## src/rtl/core/mandelbrot_escape_time_unit_macros.svh

```systemverilog
// ----------------------------------------------------------------------------
// Assertion macros for the escape-time unit
// Concurrent checks sampled on clk, disabled while arst_n is low.
// ----------------------------------------------------------------------------
`ifndef MANDELBROT_ESCAPE_TIME_UNIT_MACROS_SVH
`define MANDELBROT_ESCAPE_TIME_UNIT_MACROS_SVH

// Same-cycle implication
`define MET_ASSERT_NOW(label, ante, cons, msg) \
	label: assert property (@(posedge clk) disable iff (!arst_n) (ante) |-> (cons)) \
		else $error(msg);

// Next-cycle implication
`define MET_ASSERT_NEXT(label, ante, cons, msg) \
	label: assert property (@(posedge clk) disable iff (!arst_n) (ante) |=> (cons)) \
		else $error(msg);

`endif

```

## src/rtl/core/met_pkg.sv

```systemverilog
// ----------------------------------------------------------------------------
// met_pkg
// Widths, constants, register indexes and shared types of the escape-time
// unit. Coordinates are signed fixed point with FRAC_BITS fraction bits.
// ----------------------------------------------------------------------------
package met_pkg;

	// Geometry and number format (MAX_SIDE must be a power of two)
	localparam int MAX_SIDE   = 4096;
	localparam int FRAC_BITS  = 28;
	localparam int COUNT_BITS = 16;

	// Field widths
	localparam int IDX_W     = 12;
	localparam int CNT_OUT_W = 16;
	localparam int COORD_W   = 32;
	localparam int STEP_W    = 31;
	localparam int DATA_W    = 32;
	localparam int ADDR_W    = 5;
	localparam int REG_IDX_W = 3;

	localparam logic [IDX_W-1:0] SIDE_MASK = IDX_W'(MAX_SIDE - 1);

	// Datapath widths: index * step, offset point, iterate, multiplier operand, product
	localparam int PX_W = IDX_W + STEP_W;
	localparam int CX_W = PX_W + 2;
	localparam int Z_W  = CX_W + 1;
	localparam int M_W  = FRAC_BITS + 3;
	localparam int P_W  = 2 * M_W;

	localparam int QUEUE_DEPTH = 2;

	// Register indexes
	localparam logic [REG_IDX_W-1:0] REG_X_START  = 3'd0;
	localparam logic [REG_IDX_W-1:0] REG_Y_START  = 3'd1;
	localparam logic [REG_IDX_W-1:0] REG_X_STEP   = 3'd2;
	localparam logic [REG_IDX_W-1:0] REG_Y_STEP   = 3'd3;
	localparam logic [REG_IDX_W-1:0] REG_MAX_ITER = 3'd4;

	// Register reset values: -2.0, -1.25, 3/999, 2.5/999, 1000
	localparam logic signed [COORD_W-1:0] X_START_RST = -32'sd536870912;
	localparam logic signed [COORD_W-1:0] Y_START_RST = -32'sd335544320;
	localparam logic [STEP_W-1:0]         X_STEP_RST  = 31'd806112;
	localparam logic [STEP_W-1:0]         Y_STEP_RST  = 31'd671760;
	localparam logic [CNT_OUT_W-1:0]      MAX_ITER_RST = 16'd1000;

	typedef struct packed {
		logic signed [COORD_W-1:0] x_start;
		logic signed [COORD_W-1:0] y_start;
		logic [STEP_W-1:0]         x_step;
		logic [STEP_W-1:0]         y_step;
		logic [CNT_OUT_W-1:0]      max_iterations;
	} met_cfg_t;

	// One classified pixel waiting for the engine
	typedef struct packed {
		logic signed [CX_W-1:0] cx;
		logic signed [CX_W-1:0] cy;
		logic [IDX_W-1:0]       column;
		logic [IDX_W-1:0]       row;
		logic [CNT_OUT_W-1:0]   limit;
	} met_item_t;

	// One result, column in the lowest bits
	typedef struct packed {
		logic                 stayed_bounded;
		logic [CNT_OUT_W-1:0] iteration_count;
		logic [IDX_W-1:0]     row;
		logic [IDX_W-1:0]     column;
	} met_result_t;

	typedef enum logic [1:0] {
		ENG_IDLE,
		ENG_MUL,
		ENG_ACC,
		ENG_HOLD
	} met_eng_state_t;

endpackage

```

## src/rtl/core/met_queue.sv

```systemverilog
// ----------------------------------------------------------------------------
// met_queue
// Short register queue between the front stages and the iteration engine.
// ----------------------------------------------------------------------------
`include "mandelbrot_escape_time_unit_macros.svh"

module met_queue (
	input  logic               clk,
	input  logic               arst_n,
	input  logic               push_valid,
	output logic               push_ready,
	input  met_pkg::met_item_t push_item,
	output logic               pop_valid,
	input  logic               pop_ready,
	output met_pkg::met_item_t pop_item
);

	localparam int DEPTH = met_pkg::QUEUE_DEPTH;
	localparam int A_W   = (DEPTH > 1) ? $clog2(DEPTH) : 1;
	localparam int F_W   = $clog2(DEPTH + 1);

	met_pkg::met_item_t entries_q [DEPTH];
	logic [A_W-1:0]     wr_ptr_q;
	logic [A_W-1:0]     rd_ptr_q;
	logic [F_W-1:0]     fill_q;
	logic               push;
	logic               pop;

	assign push_ready = (fill_q != F_W'(DEPTH));
	assign pop_valid  = (fill_q != '0);
	assign pop_item   = entries_q[rd_ptr_q];
	assign push       = push_valid && push_ready;
	assign pop        = pop_valid && pop_ready;

	// Pointers and fill level
	always_ff @(posedge clk or negedge arst_n) begin
		if (!arst_n) begin
			wr_ptr_q <= '0;
			rd_ptr_q <= '0;
			fill_q   <= '0;
		end else begin
			if (push) begin
				wr_ptr_q <= (wr_ptr_q == A_W'(DEPTH - 1)) ? '0 : wr_ptr_q + 1'b1;
			end
			if (pop) begin
				rd_ptr_q <= (rd_ptr_q == A_W'(DEPTH - 1)) ? '0 : rd_ptr_q + 1'b1;
			end
			if (push && !pop) begin
				fill_q <= fill_q + 1'b1;
			end else if (pop && !push) begin
				fill_q <= fill_q - 1'b1;
			end
		end
	end

	// Entry storage
	always_ff @(posedge clk) begin
		if (push) begin
			entries_q[wr_ptr_q] <= push_item;
		end
	end

	`MET_ASSERT_NOW(a_fill_bound, 1'b1, fill_q <= F_W'(DEPTH), "queue fill above depth")
	`MET_ASSERT_NEXT(a_fill_grow, push && !pop, fill_q == $past(fill_q) + 1'b1, "queue fill lost a request")

endmodule

```

## config.mk

```make
export PLATFORM = sky130hd
export DESIGN_NAME = met_queue
export DESIGN_NICKNAME = d
export VERILOG_FILES = /design/src/rtl/core/met_pkg.sv /design/src/rtl/core/met_queue.sv
export VERILOG_INCLUDE_DIRS = /design/src /design/src/rtl/core
export SDC_FILE = /design/constraint.sdc
export NUM_CORES = 1
export LEC_CHECK = 0
export ABC_AREA = 1
export BUFFER_PORTS_ARGS = -buffer_cell sky130_fd_sc_hd__buf_2
export CAP_MARGIN = 40
export CELL_PAD_IN_SITES_DETAIL_PLACEMENT = 1
export CELL_PAD_IN_SITES_GLOBAL_PLACEMENT = 2
export CORE_MARGIN = 5
export CORE_UTILIZATION = 37
export DETAILED_ROUTE_END_ITERATION = 10
export PLACE_DENSITY_LB_ADDON = 0.1
export SYNTH_ARGS = -nofsm -noshare
export SYNTH_HDL_FRONTEND = slang
export SYNTH_SLANG_ARGS = --single-unit
```

## constraint.sdc

```tcl
create_clock -name clk -period 10.8 [get_ports clk]
set_input_delay 0.54 -clock clk [delete_from_list [all_inputs] [get_ports clk]]
set_output_delay 0.54 -clock clk [all_outputs]
set_load 0.01 [all_outputs]
```

# Yosys cells after proc, flatten, opt, wreduce, memory -nomap -nowiden
# Memories as Yosys holds them, arrays and structs flattened.
# Cells that the tools add are included.
[classes]
n_addsub = 4
eq_ne = 1
n_mux = 6
reduce_logical = 8
[ops]
columns = ["op", "n"]
rows = [
  ["$logic_and A1 B1 Y1", 4],
  ["$mux W1", 4],
  ["$mux W2", 2],
  ["$reduce_bool A2 Y1", 2],
  ["$add A1 B1 Y1 const B", 2],
  ["$add A2 B1 Y2 const B", 1],
  ["$logic_not A1 Y1", 2],
  ["$ne A2 B2 Y1 const B", 1],
  ["$sub A2 B1 Y2 const B", 1],
]
[word_totals]
ff_bits = 4
ramBits = 260
elab_cells = 23
mem_count = 1
[memory_table]
columns = ["memory", "words", "word_bits", "read_ports", "rd_clocked_by_memory_dff", "write_ports", "line_no", "source"]
rows = [
  ["entries_q", 2, 130, 1, 0, 1, "met_queue.sv:22", "met_pkg::met_item_t entries_q [DEPTH];"],
]

# Longest topological paths before layout
[logic_depth]
ltp_word = 6
depth_mapped = 10
ltp_nobuf = 10

# Worst setup path after synthesis
# OpenSTA, ideal clock, no wires.
[synth_timing]
path_kind = "register to register"
startpoint = "reg fill_q[0]"
endpoint = "mem entries_q[0][0] (netlist bit), enable pin"
t_arrival_ps = 6074
t_required_ps = 10179
setup_slack_ps = 4105
path_stages_with_launch = 5
n_path_buf = 0
path_cell_list = "dfrtp_1 inv_1 nand2_1 nand2_1 nor2_1"
[synth_between]
elab_chain_cells = 4
[synth_lines]
columns = ["element", "line_no", "source"]
rows = [
  ["start, declared", "met_queue.sv:25", "logic [F_W-1:0] fill_q;"],
  ["start signal, assigned", "met_queue.sv:49", "fill_q <= fill_q + 1'b1;"],
  ["start signal, assigned", "met_queue.sv:51", "fill_q <= fill_q - 1'b1;"],
  ["$ne A2 B2 Y1", "met_queue.sv:29", "assign push_ready = (fill_q != F_W'(DEPTH));"],
  ["via push_ready", "met_queue.sv:11", "output logic push_ready,"],
  ["$logic_and A1 B1 Y1", "met_queue.sv:32", "assign push = push_valid && push_ready;"],
  ["$mux W1", "met_queue.sv:58", "if (push) begin"],
  ["$mux W1 (implied by the code)", "met_queue.sv:59", "entries_q[wr_ptr_q] <= push_item;"],
  ["end, declared", "met_queue.sv:22", ""],
]
# The timed path passes the listed nets, and every way through them passes these cells.

==> results.py <==
metrics = {
    "cells_and_area": {
        "syn_to_final_growth_pct": 26.0,
        "layout-drive-gt1-share": 0.315,
        "final_cells": 1343,
        "final_area_um2": 12200,
        "fin_nets": 1119,
    },
    "clock_network": {
        "cts_tree": "built",
        "cts_max_level": 1,
        "insertion_delay_ps": 530,
        "postCtsSetupBuffers": 0,
        "cts_root_buf": "clkbuf_16",
        "clkSlewWorstSetupHoldPaths_ps": 60,
        "cts_max_path_buffers": 3,
        "cts.sinks": 264,
        "cts_buffers": 28,
    },
    "detailed_routing": {
        "vias_per_cell": 4.55,
        "firstDrtPassIters": 5,
        "ant_nets": 0,
        "drtIter0Drc": 324,
        "vias": 6114,
        "drc": 0,
        "wl_mm": 23.1,
        "wl_per_cell_um": 17.2,
    },
    "critical_path": {
        "crit_start": "rd_ptr_q",
        "arrival_ps": 3010,
        "crit_family": "buffers and inverters",
        "path_max_fanout": 71,
        "cpMostUsedCell": "nand2_1",
        "cp.depth": 5,
        "reg2reg_slack_ps": 8910,
        "slowest_delay_ps": 690,
        "crit_path_end": "pop_item[60]",
        "critPathBufInv": 3,
        "rr_worst_depth": 6,
        "criticalPathCategory": "reg -> out",
        "cp_data_required_time_ps": 10260,
        "crit_chain": "inv_4, buf_4, nand2_1, nand2_1, buf_2",
        "worstSetupEndpointType": "output port",
        "r2r_end": "entries_q[1][34]",
        "reg2reg_from": "fill_q[0]",
        "cpMaxStageDelayCell": "buf_4",
        "startpoint_type": "register",
    },
    "sta": {
        "hold_ws_ps": 197,
        "worst_clock_skew_ps": 11.1,
        "min_period_ps": 3550,
        "min_period_over_period": 0.329,
        "rsz0062_at_grt": "no",
        "fmax_mhz": 282,
        "tightest_slew_ps": 812,
        "hold_viol_final": 0,
        "slew_headroom": 0.459,
        "setup_viol": 0,
        "setup_tns_ps": 0,
        "final_max_slew_viol_count": 0,
    },
    "synth": {
        "netlist_instances": 708,
        "synth_area_per_cell_um2": 13.7,
        "synth_area_um2": 9700,
        "synth_top_area_share": 0.805,
        "synth_cell_types": 14,
        "synth_top_area_cell": "edfxtp_1",
        "yosysSeqAreaShare": 0.815,
        "yosys_warnings": 0,
        "yosys-top-cells-area": "edfxtp_1, nand2_1, buf_6, dfrtp_1, buf_2",
        "syn_nets": 843,
        "synth-seq-cells": 264,
    },
    "global_routing": {
        "overflow": 0,
        "grtUsageMet1": 0.180,
        "grt_use_met2": 0.263,
        "grt_antenna_before_repair": 8,
        "grt_pass1_wl_mm": 34.8,
        "use_met3": 0.0510,
        "grt_pass1_vias": 6506,
        "grt_max_degree": 72,
        "grt.busiest_layer": "met2",
        "grt_util_all_layers": 0.151,
    },
    "placed_design": {
        "numPlacedInstances": 1288,
        "gp_congestion": 0.735,
        "placed_cell_area_um2": 11400,
        "dp_hpwl_mm": 15.2,
        "port_buffers": 265,
    },
    "floorplan": {
        "die_y_um": 172,
        "ios": 266,
        "initial_core_util": 0.375,
        "num_rows": 59,
        "core-area_um2": 25900,
        "chipWidth_um": 172,
        "dieArea_um2": 29600,
    },
    "power": {
        "powerDensity_nw_per_um2": 278,
        "total_power_mw": 3.40,
        "leakage_nw": 5.24,
        "ir_drop_mv": 0.137,
    },
    "worst_hold_path": {
        "worstHoldPathType": "in -> reg",
        "worstHoldPathCells": 1,
    },
    "flow_run": {
        "maxCapViolCount": 0,
    },
    "status": {
        "status": "complete, no violations",
    },
}
state kept, by name, summed over array words and instances (netlist names):
name and count:
fill_q 2, rd_ptr_q 1, entries_q 260, wr_ptr_q 1
worst min-delay path by stage:
stage	start	to	slack, ps
global placement	arst_n	fill_q[1]	360
finish	push_item[10]	entries_q[1][10]	200
CTS	push_item[17]	entries_q[0][17]	170
global route	push_item[120]	entries_q[1][120]	180
floorplan	arst_n	fill_q[0]	240
detailed placement	arst_n	fill_q[1]	360
power by group:
| part | switching [mW] | total [mW] | internal (mW) |
|---|---|---|---|
| logic | 0.716 | 1.05 | 0.337 |
| clock network | 0.365 | 0.874 | 0.509 |
| registers | 0.0761 | 1.48 | 1.40 |
| total | 1.16 | 3.40 | 2.25 |
cell usage in the layout (no fill, tap or decap), types with 2 or more instances in the layout:
cell type  count
buf_16         2
buf_2        265
buf_4          7
clkbuf_1       5
clkbuf_16     29
clkinv_1       7
clkinv_2       7
dfrtp_1        3
diode_2        4
edfxtp_1     260
inv_1          6
nand2_1      400
nand3_1        2
nor2_4         2
cell usage after synthesis, drive strengths merged:
cell and count:
buf 29, nand3 2, xnor2 1, dfrtp 4
nand4 1, ha 1, xor2 1, nand2 400
nor2 2, edfxtp 260, inv 7
per-stage QoR:
stage               setup slack [ps]   util
floorplan                       4100      -
global placement                7740  0.436
detailed placement              7690  0.439
CTS                             7120  0.471
global route                    6940  0.472
finish                          7250  0.472
routing by layer:
| layer | vias to the layer above | share of wire | wire length (um) |
|---|---|---|---|
| li1 | 2947 | - | - |
| met1 | 2940 | 0.39 | 9050 |
| met2 | 174 | 0.50 | 11600 |
| met3 | 41 | 0.086 | 1980 |
| met4 | 12 | 0.019 | 443 |
| met5 | - | 0.0032 | 74 |
kinds of logic (layout without fill, tap and decap cells):
| logic type | count (synthesis) | in the layout | share of synthesized area |
|---|---|---|---|
| XOR/XNOR | 2 | 2 | 0.00181 |
| adder cells (fa/ha/maj) | 1 | 1 | 0.00129 |
| buffers and inverters | 36 | 332 | 0.0249 |
| flip-flops | 264 | 264 | 0.815 |
| other | 0 | 4 | 0 |
| AND/OR/NAND/NOR | 405 | 405 | 0.157 |
area by class of cell:
class                   count  area, um^2
fillers                  2746       13700
flip-flops and latches    264        7910
multi-input cells         408        1570
repair buffers            275        1440
clock buffers              34         744
well taps                 335         419
clock inverters            16        98.8
inverters                   7        28.8
diodes                      4        10.0
what timing repair did:
action                                 4_1_cts  5_1_grt
resized for setup                            0        0
endpoints found under the hold margin        4        0
hold buffers                                 1        0
Note: power is estimated with default switching activity, not from simulation.
