<file path="config.mk">
export PLATFORM = sky130hd
export DESIGN_NAME = met_front
export DESIGN_NICKNAME = d
export VERILOG_FILES = /design/src/rtl/core/mandelbrot_escape_time_unit_macros.svh /design/src/rtl/core/met_pkg.sv /design/src/rtl/core/met_front.sv
export SDC_FILE = /design/constraint.sdc
export NUM_CORES = 2
export LEC_CHECK = 0
export ABC_AREA = 1
export BUFFER_PORTS_ARGS = -buffer_cell sky130_fd_sc_hd__buf_2
export CAP_MARGIN = 20
export CORE_MARGIN = 8
export CORE_UTILIZATION = 60
export CTS_CLUSTER_SIZE = 12
export DETAILED_ROUTE_END_ITERATION = 10
export GPL_ROUTABILITY_DRIVEN = 0
export PLACE_DENSITY = 0.87
export SLEW_MARGIN = 15
export SYNTH_ARGS = -nofsm -noshare
export SYNTH_HDL_FRONTEND = slang
export SYNTH_SLANG_ARGS = --single-unit
</file>
<file path="constraint.sdc">
create_clock -name clk -period 9.2 [get_ports clk]
set_clock_uncertainty 0.2 [all_clocks]
set_input_delay 1.84 -clock clk [delete_from_list [all_inputs] [get_ports clk]]
set_output_delay 1.84 -clock clk [all_outputs]
set_load 0.01 [all_outputs]
</file>
<file path="src/rtl/core/mandelbrot_escape_time_unit_macros.svh">
// ----------------------------------------------------------------------------
// Assertion macros for the escape-time unit
// Concurrent checks sampled on clk, disabled while arst_n is low.
// ----------------------------------------------------------------------------
`ifndef MANDELBROT_ESCAPE_TIME_UNIT_MACROS_SVH
`define MANDELBROT_ESCAPE_TIME_UNIT_MACROS_SVH

// Same-cycle implication
`define MET_ASSERT_NOW(label, ante, cons, msg) \
	label: assert property (@(posedge clk) disable iff (!arst_n) (ante) |-> (cons)) \
		else $error(msg);

// Next-cycle implication
`define MET_ASSERT_NEXT(label, ante, cons, msg) \
	label: assert property (@(posedge clk) disable iff (!arst_n) (ante) |=> (cons)) \
		else $error(msg);

`endif

</file>
<file path="src/rtl/core/met_pkg.sv">
// ----------------------------------------------------------------------------
// met_pkg
// Widths, constants, register indexes and shared types of the escape-time
// unit. Coordinates are signed fixed point with FRAC_BITS fraction bits.
// ----------------------------------------------------------------------------
package met_pkg;

	// Geometry and number format (MAX_SIDE must be a power of two)
	localparam int MAX_SIDE   = 4096;
	localparam int FRAC_BITS  = 28;
	localparam int COUNT_BITS = 16;

	// Field widths
	localparam int IDX_W     = 12;
	localparam int CNT_OUT_W = 16;
	localparam int COORD_W   = 32;
	localparam int STEP_W    = 31;
	localparam int DATA_W    = 32;
	localparam int ADDR_W    = 5;
	localparam int REG_IDX_W = 3;

	localparam logic [IDX_W-1:0] SIDE_MASK = IDX_W'(MAX_SIDE - 1);

	// Datapath widths: index * step, offset point, iterate, multiplier operand, product
	localparam int PX_W = IDX_W + STEP_W;
	localparam int CX_W = PX_W + 2;
	localparam int Z_W  = CX_W + 1;
	localparam int M_W  = FRAC_BITS + 3;
	localparam int P_W  = 2 * M_W;

	localparam int QUEUE_DEPTH = 2;

	// Register indexes
	localparam logic [REG_IDX_W-1:0] REG_X_START  = 3'd0;
	localparam logic [REG_IDX_W-1:0] REG_Y_START  = 3'd1;
	localparam logic [REG_IDX_W-1:0] REG_X_STEP   = 3'd2;
	localparam logic [REG_IDX_W-1:0] REG_Y_STEP   = 3'd3;
	localparam logic [REG_IDX_W-1:0] REG_MAX_ITER = 3'd4;

	// Register reset values: -2.0, -1.25, 3/999, 2.5/999, 1000
	localparam logic signed [COORD_W-1:0] X_START_RST = -32'sd536870912;
	localparam logic signed [COORD_W-1:0] Y_START_RST = -32'sd335544320;
	localparam logic [STEP_W-1:0]         X_STEP_RST  = 31'd806112;
	localparam logic [STEP_W-1:0]         Y_STEP_RST  = 31'd671760;
	localparam logic [CNT_OUT_W-1:0]      MAX_ITER_RST = 16'd1000;

	typedef struct packed {
		logic signed [COORD_W-1:0] x_start;
		logic signed [COORD_W-1:0] y_start;
		logic [STEP_W-1:0]         x_step;
		logic [STEP_W-1:0]         y_step;
		logic [CNT_OUT_W-1:0]      max_iterations;
	} met_cfg_t;

	// One classified pixel waiting for the engine
	typedef struct packed {
		logic signed [CX_W-1:0] cx;
		logic signed [CX_W-1:0] cy;
		logic [IDX_W-1:0]       column;
		logic [IDX_W-1:0]       row;
		logic [CNT_OUT_W-1:0]   limit;
	} met_item_t;

	// One result, column in the lowest bits
	typedef struct packed {
		logic                 stayed_bounded;
		logic [CNT_OUT_W-1:0] iteration_count;
		logic [IDX_W-1:0]     row;
		logic [IDX_W-1:0]     column;
	} met_result_t;

	typedef enum logic [1:0] {
		ENG_IDLE,
		ENG_MUL,
		ENG_ACC,
		ENG_HOLD
	} met_eng_state_t;

endpackage

</file>
<file path="src/rtl/core/met_front.sv">
// ----------------------------------------------------------------------------
// met_front
// Accepts pixel requests, maps column and row to the point c and clips the
// iteration limit. Two stages: index times step, then add the start offset.
// ----------------------------------------------------------------------------
module met_front #(
	parameter int COUNT_BITS = met_pkg::COUNT_BITS
) (
	input  logic                            clk,
	input  logic                            arst_n,
	input  met_pkg::met_cfg_t               cfg,
	input  logic                            in_valid,
	output logic                            in_ready,
	input  logic [met_pkg::IDX_W-1:0]       in_column,
	input  logic [met_pkg::IDX_W-1:0]       in_row,
	output logic                            q_valid,
	input  logic                            q_ready,
	output met_pkg::met_item_t              q_item
);

	localparam int CNT_W = (COUNT_BITS < met_pkg::CNT_OUT_W) ? COUNT_BITS : met_pkg::CNT_OUT_W;
	localparam logic [met_pkg::CNT_OUT_W-1:0] CMAX =
		met_pkg::CNT_OUT_W'((64'd1 << CNT_W) - 64'd1);

	logic                              v_s1;
	logic [met_pkg::IDX_W-1:0]         col_s1;
	logic [met_pkg::IDX_W-1:0]         row_s1;
	logic [met_pkg::PX_W-1:0]          px_s1;
	logic [met_pkg::PX_W-1:0]          py_s1;
	logic [met_pkg::CNT_OUT_W-1:0]     limit_s1;
	logic                              v_s2;
	met_pkg::met_item_t                item_s2;
	logic                              adv_s1;
	logic                              adv_s2;
	logic [met_pkg::IDX_W-1:0]         col_m;
	logic [met_pkg::IDX_W-1:0]         row_m;
	logic [met_pkg::CNT_OUT_W-1:0]     limit_c;

	// Stage advance: a stage moves when the one after it has room
	assign adv_s2   = !v_s2 || q_ready;
	assign adv_s1   = !v_s1 || adv_s2;
	assign in_ready = adv_s1;

	// Wrap indices to the side length, clip the limit to the counter range
	assign col_m   = in_column & met_pkg::SIDE_MASK;
	assign row_m   = in_row & met_pkg::SIDE_MASK;
	assign limit_c = (cfg.max_iterations > CMAX) ? CMAX : cfg.max_iterations;

	always_ff @(posedge clk or negedge arst_n) begin
		if (!arst_n) begin
			v_s1 <= 1'b0;
			v_s2 <= 1'b0;
		end else begin
			if (adv_s1) begin
				v_s1 <= in_valid;
			end
			if (adv_s2) begin
				v_s2 <= v_s1;
			end
		end
	end

	// Stage 1: index times step
	always_ff @(posedge clk) begin
		if (adv_s1 && in_valid) begin
			col_s1   <= in_column;
			row_s1   <= in_row;
			px_s1    <= col_m * cfg.x_step;
			py_s1    <= row_m * cfg.y_step;
			limit_s1 <= limit_c;
		end
	end

	// Stage 2: add the start offset
	always_ff @(posedge clk) begin
		if (adv_s2 && v_s1) begin
			item_s2.cx     <= met_pkg::CX_W'($signed(cfg.x_start)) + $signed({1'b0, px_s1});
			item_s2.cy     <= met_pkg::CX_W'($signed(cfg.y_start)) + $signed({1'b0, py_s1});
			item_s2.column <= col_s1;
			item_s2.row    <= row_s1;
			item_s2.limit  <= limit_s1;
		end
	end

	assign q_valid = v_s2;
	assign q_item  = item_s2;

endmodule

</file>
* Yosys cells after proc, flatten, opt, wreduce, memory -nomap -nowiden
Index checks and enable logic that the tools add are counted.
** Operators by class
- Add/sub/neg operators :: 2
- $mul :: 2
- Magnitude comparators :: 1
- Reduce and logical (&&, ||, !) cells :: 6
** Operators with widths (number)
- adder 32 x 44 -> 45 bit :: 2
- multiplier 12 x 31 -> 43 bit :: 2
- > comparator 16 bit, second input constant :: 1
- logical AND 1 bit :: 2
- zero test 1 bit :: 2
- logical OR 1 bit :: 2
** Word-level totals
- Flip-flop bits (word level) :: 258
- Output and inout bits :: 132
- Logic and storage cells :: 23

* Depth between registers and ports, before layout
- Depth after elaboration :: 4
- Depth in mapped cells :: 25
- Depth with buffers taken out :: 24

* Worst setup path after synthesis
No wires, ideal clock.
- Kind :: input-to-reg
- Start point :: input q_ready
- End point :: register item_s2 (netlist bit q_item[0]) (enable)
- Setup time :: 662 ps
- Arrival :: 8135 ps
- Slack :: 203 ps
- Stages :: 2
- Path buffers :: 0
- Cells stage by stage :: inv_1 -> a21oi_1
** Between the ends
- Longest elaborated chain between the ends :: 2
** Ends and longest elaborated chain
- start, declared :: RTL line met_front.sv:17 : input logic q_ready,
- logical OR 1 bit :: RTL line met_front.sv:40 : assign adv_s2 = !v_s2 || q_ready;
- logical AND 1 bit :: RTL line met_front.sv:76 : if (adv_s2 && v_s1) begin
- end, declared :: RTL line met_front.sv:32 : met_pkg::met_item_t item_s2;
Every way passes these cells.
A chain may end at the register's enable or synchronous reset.

* Worst setup path after layout
- Start point :: input in_column[8] (netlist bit)
- End point :: register px_s1[23] (netlist bit), data pin
** Between the ends
- Longest elaborated chain between the ends :: 1
** Ends and longest elaborated chain
- start, declared :: RTL line met_front.sv:14 : input logic [met_pkg::IDX_W-1:0] in_column,
- multiplier 12 x 31 -> 43 bit :: RTL line met_front.sv:68 : px_s1 <= col_m * cfg.x_step;
- end signal, assigned :: RTL line met_front.sv:68
- end, declared :: RTL line met_front.sv:28 : logic [met_pkg::PX_W-1:0] px_s1;
Every way passes these cells.

==> impl_metrics.csv <==
group,metric,value,unit
clock_network,clk_pin_slew,0.06,ns
clock_network,htree_levels,1,
final_layout,nets,6569,
hold_path,hold_path_class,"flip-flop to flip-flop",
setup_path,start_kind,"primary input",
setup_path,crit_path_frequent_cell,"fa_1",
yosys,postSynthCellCount,5364,
status,status,"finished, final reports clean",
setup_path,critPathSlowestCell,"buf_2",
clock_network,post_cts_buffers,0,
yosys,synth_seq_cells,258,
setup_path,max_stage_delay,0.67,ns
floorplanning,die-area,75200,sq um
yosys,netlist-cell-type-count,32,
yosys,synth_top_area_cell,"fa_1",
timing,rsz0062_at_grt,"no",
timing,worst_pin_slew,1.02,ns
yosys,synthesis.area,40000,sq um
timing,period_minus_slack,6.72,ns
yosys,synth-edff-count,256,
route,wl_per_cell,16.6,um
yosys,async_reset_ff_frac,0.00775,
final_layout,multiInputGateArea,26400,sq um
timing,fin_crit_sh,0.730,
floorplanning,core_area,65900,sq um
yosys,syn_avg_cell_area,7.46,sq um
timing,finalHoldViolations,0,
timing,setup_viol,0,
route,wl,107,mm
job,maxCapViolations,0,
route,num_vias,34600,
clock_network,hold_buffers,0,
grt,grt_pass1_wl,174,mm
place,portBuffers,301,
setup_path,crit_type,"primary input to flip-flop",
grt,overflow,0,
clock_network,numCtsBuffers,31,
route,drtPass1Iterations,9,
grt,grt_usage,0.285,
setup_path,crit_path_end_kind,"flip-flop",
final_layout,seq_area,7740,sq um
setup_path,critPathRequiredTime,9.39,ns
final_layout,layout_common_cells,"nand2_1, inv_1, fa_1, buf_2, edfxtp_1",
place,post-dp-hpwl,86.8,mm
route,drc,0,
clock_network,root_buffer,"clkbuf_16",
floorplanning,ios,302,
yosys,synth_seq_area_share,0.193,
final_layout,area_growth,7.94,%
timing,setup_tns,0,ns
timing,fmax,149,MHz
floorplanning,die_width,274,um
floorplanning,num_rows,94,
final_layout,drive_gt1_frac,0.0830,
yosys,synth_top_area_frac,0.291,
route,via_per_inst,5.35,
yosys,ys.flop_type,"edfxtp_1",
route,drt_iter0_drc,3430,
yosys,syn_nets,6366,
floorplanning,initial_core_util,0.607,
timing,max-slew-margin-rel,0.317,
clock_network,cts_resized,0,
timing,slew_viol_final,0,
clock_network,cts_tree,"built",
clock_network,cts.sinks,258,
grt,grt_pass1_vias,35100,
clock_network,clockBufferDepth,3,
clock_network,clk_latency,0.60,ns
final_layout,final_common_cell,"nand2_1",
yosys,synth.area.top_cells,"fa_1, edfxtp_1, nand2_1",
setup_path,crit_path_max_fanout,32,
setup_path,path_cells,"buf_2 -> nand2_1 -> fa_1 -> inv_1 -> fa_1 -> fa_1 -> fa_1 -> inv_1 -> fa_1 -> inv_1 -> ha_1 -> nand2_1 -> nor2_1 -> inv_1 -> nor2_1 -> nand3b_1 -> nand3_2 -> xor2_1",
route,ant_nets,0,
floorplanning,die_y,274,um
grt,grt_max_degree,72,
setup_path,cp.arrival,6.91,ns
final_layout,n_fill_cell,5257,
final_layout,finalCoreUtilization,0.656,
grt,antenna_found_initial,14,
yosys,yosysWarnings,0,
cells in the mapped netlist (2+ instances only):
cell type	n
inv_1	1438
nor2_1	236
nand3_1	121
nand2_1	1905
edfxtp_1	256
ha_1	250
nor4_1	5
inv_2	7
nor2_4	13
nand2b_1	4
a21oi_1	117
or2_1	2
nand3b_1	5
xor2_1	74
nand3_2	25
dfrtp_1	2
clkbuf_1	134
fa_1	582
o21bai_1	12
and2_1	4
nand4_1	10
nor2_2	24
and2_4	2
o21ai_0	32
xnor2_1	22
a31oi_1	15
nand2_2	37
nor3_1	26
metrics by stage:
step | worst slack (ns) | cell area, sq um | std cells | hold slack (ns)
4_1_cts | 2.64 | 43200 | 6451 | 0.209
2_1_floorplan | 0.203 | 40000 | 5364 | 0.200
3_5_place_dp | 2.00 | 42100 | 6398 | 0.205
3_3_place_gp | 2.08 | 42100 | 6398 | 0.201
5_1_grt | 2.31 | 43200 | 6457 | 0.215
6_report | 2.48 | 43200 | 6461 | 0.214
metal layers:
layer,track usage,wire (um)
met1,0.387,41700
met5,0,67
met3,0.0556,13300
met2,0.457,48300
met4,0.0993,3970
cells by family (layout without fill, tap and decap cells):
group           after synthesis  after routing  share of synthesized area
other cells                   0             10                          0
fa+ha+maj                   832            832                      0.369
flops                       258            258                      0.193
buf+inv                    1579           1802                      0.148
compound gates              176            176                     0.0232
simple gates               2423           2423                      0.245
xor+xnor                     96             96                     0.0210
layout make-up:
type	instances	share of cell area
timing repair buffer	304	0.0354
multi-input combinational	3527	0.610
antenna	10	0.000579
tap	864	0.0250
clock buffer	35	0.0183
sequential	258	0.179
inverter	1445	0.126
clock inverter	18	0.00553
sequential cells by signal, indices dropped and copies added, names as in the netlist:
| signal | flops |
|---|---|
| q_item | 130 |
| limit_s1 | 16 |
| py_s1 | 43 |
| v_s1 | 1 |
| col_s1 | 12 |
| q_valid | 1 |
| px_s1 | 43 |
| row_s1 | 12 |
worst max-delay path, delay by kind of cell:
kind,cells,cell delay (ns)
xor+xnor,1,0.31
buf+inv,5,0.90
fa+ha+maj,6,2.95
simple gates,6,0.89
worst paths after layout:
check                      depth (start not counted)  slack [ns]    startpoint          to
max in group asynchronous                          1        7.89        arst_n     q_valid
min in group asynchronous                          1        0.81        arst_n        v_s1
hold / removal                                     0        0.21     col_s1[0]  q_item[28]
setup / recovery                                  18        2.48  in_column[8]   px_s1[23]
hold reg to reg                                    0        0.21     col_s1[0]  q_item[28]
setup reg to reg                                   3        6.38       q_valid  q_item[22]
Power is left out: the tool's default activity adds up to more than one toggle a clock period on the data nets, which glitch-free logic cannot reach.
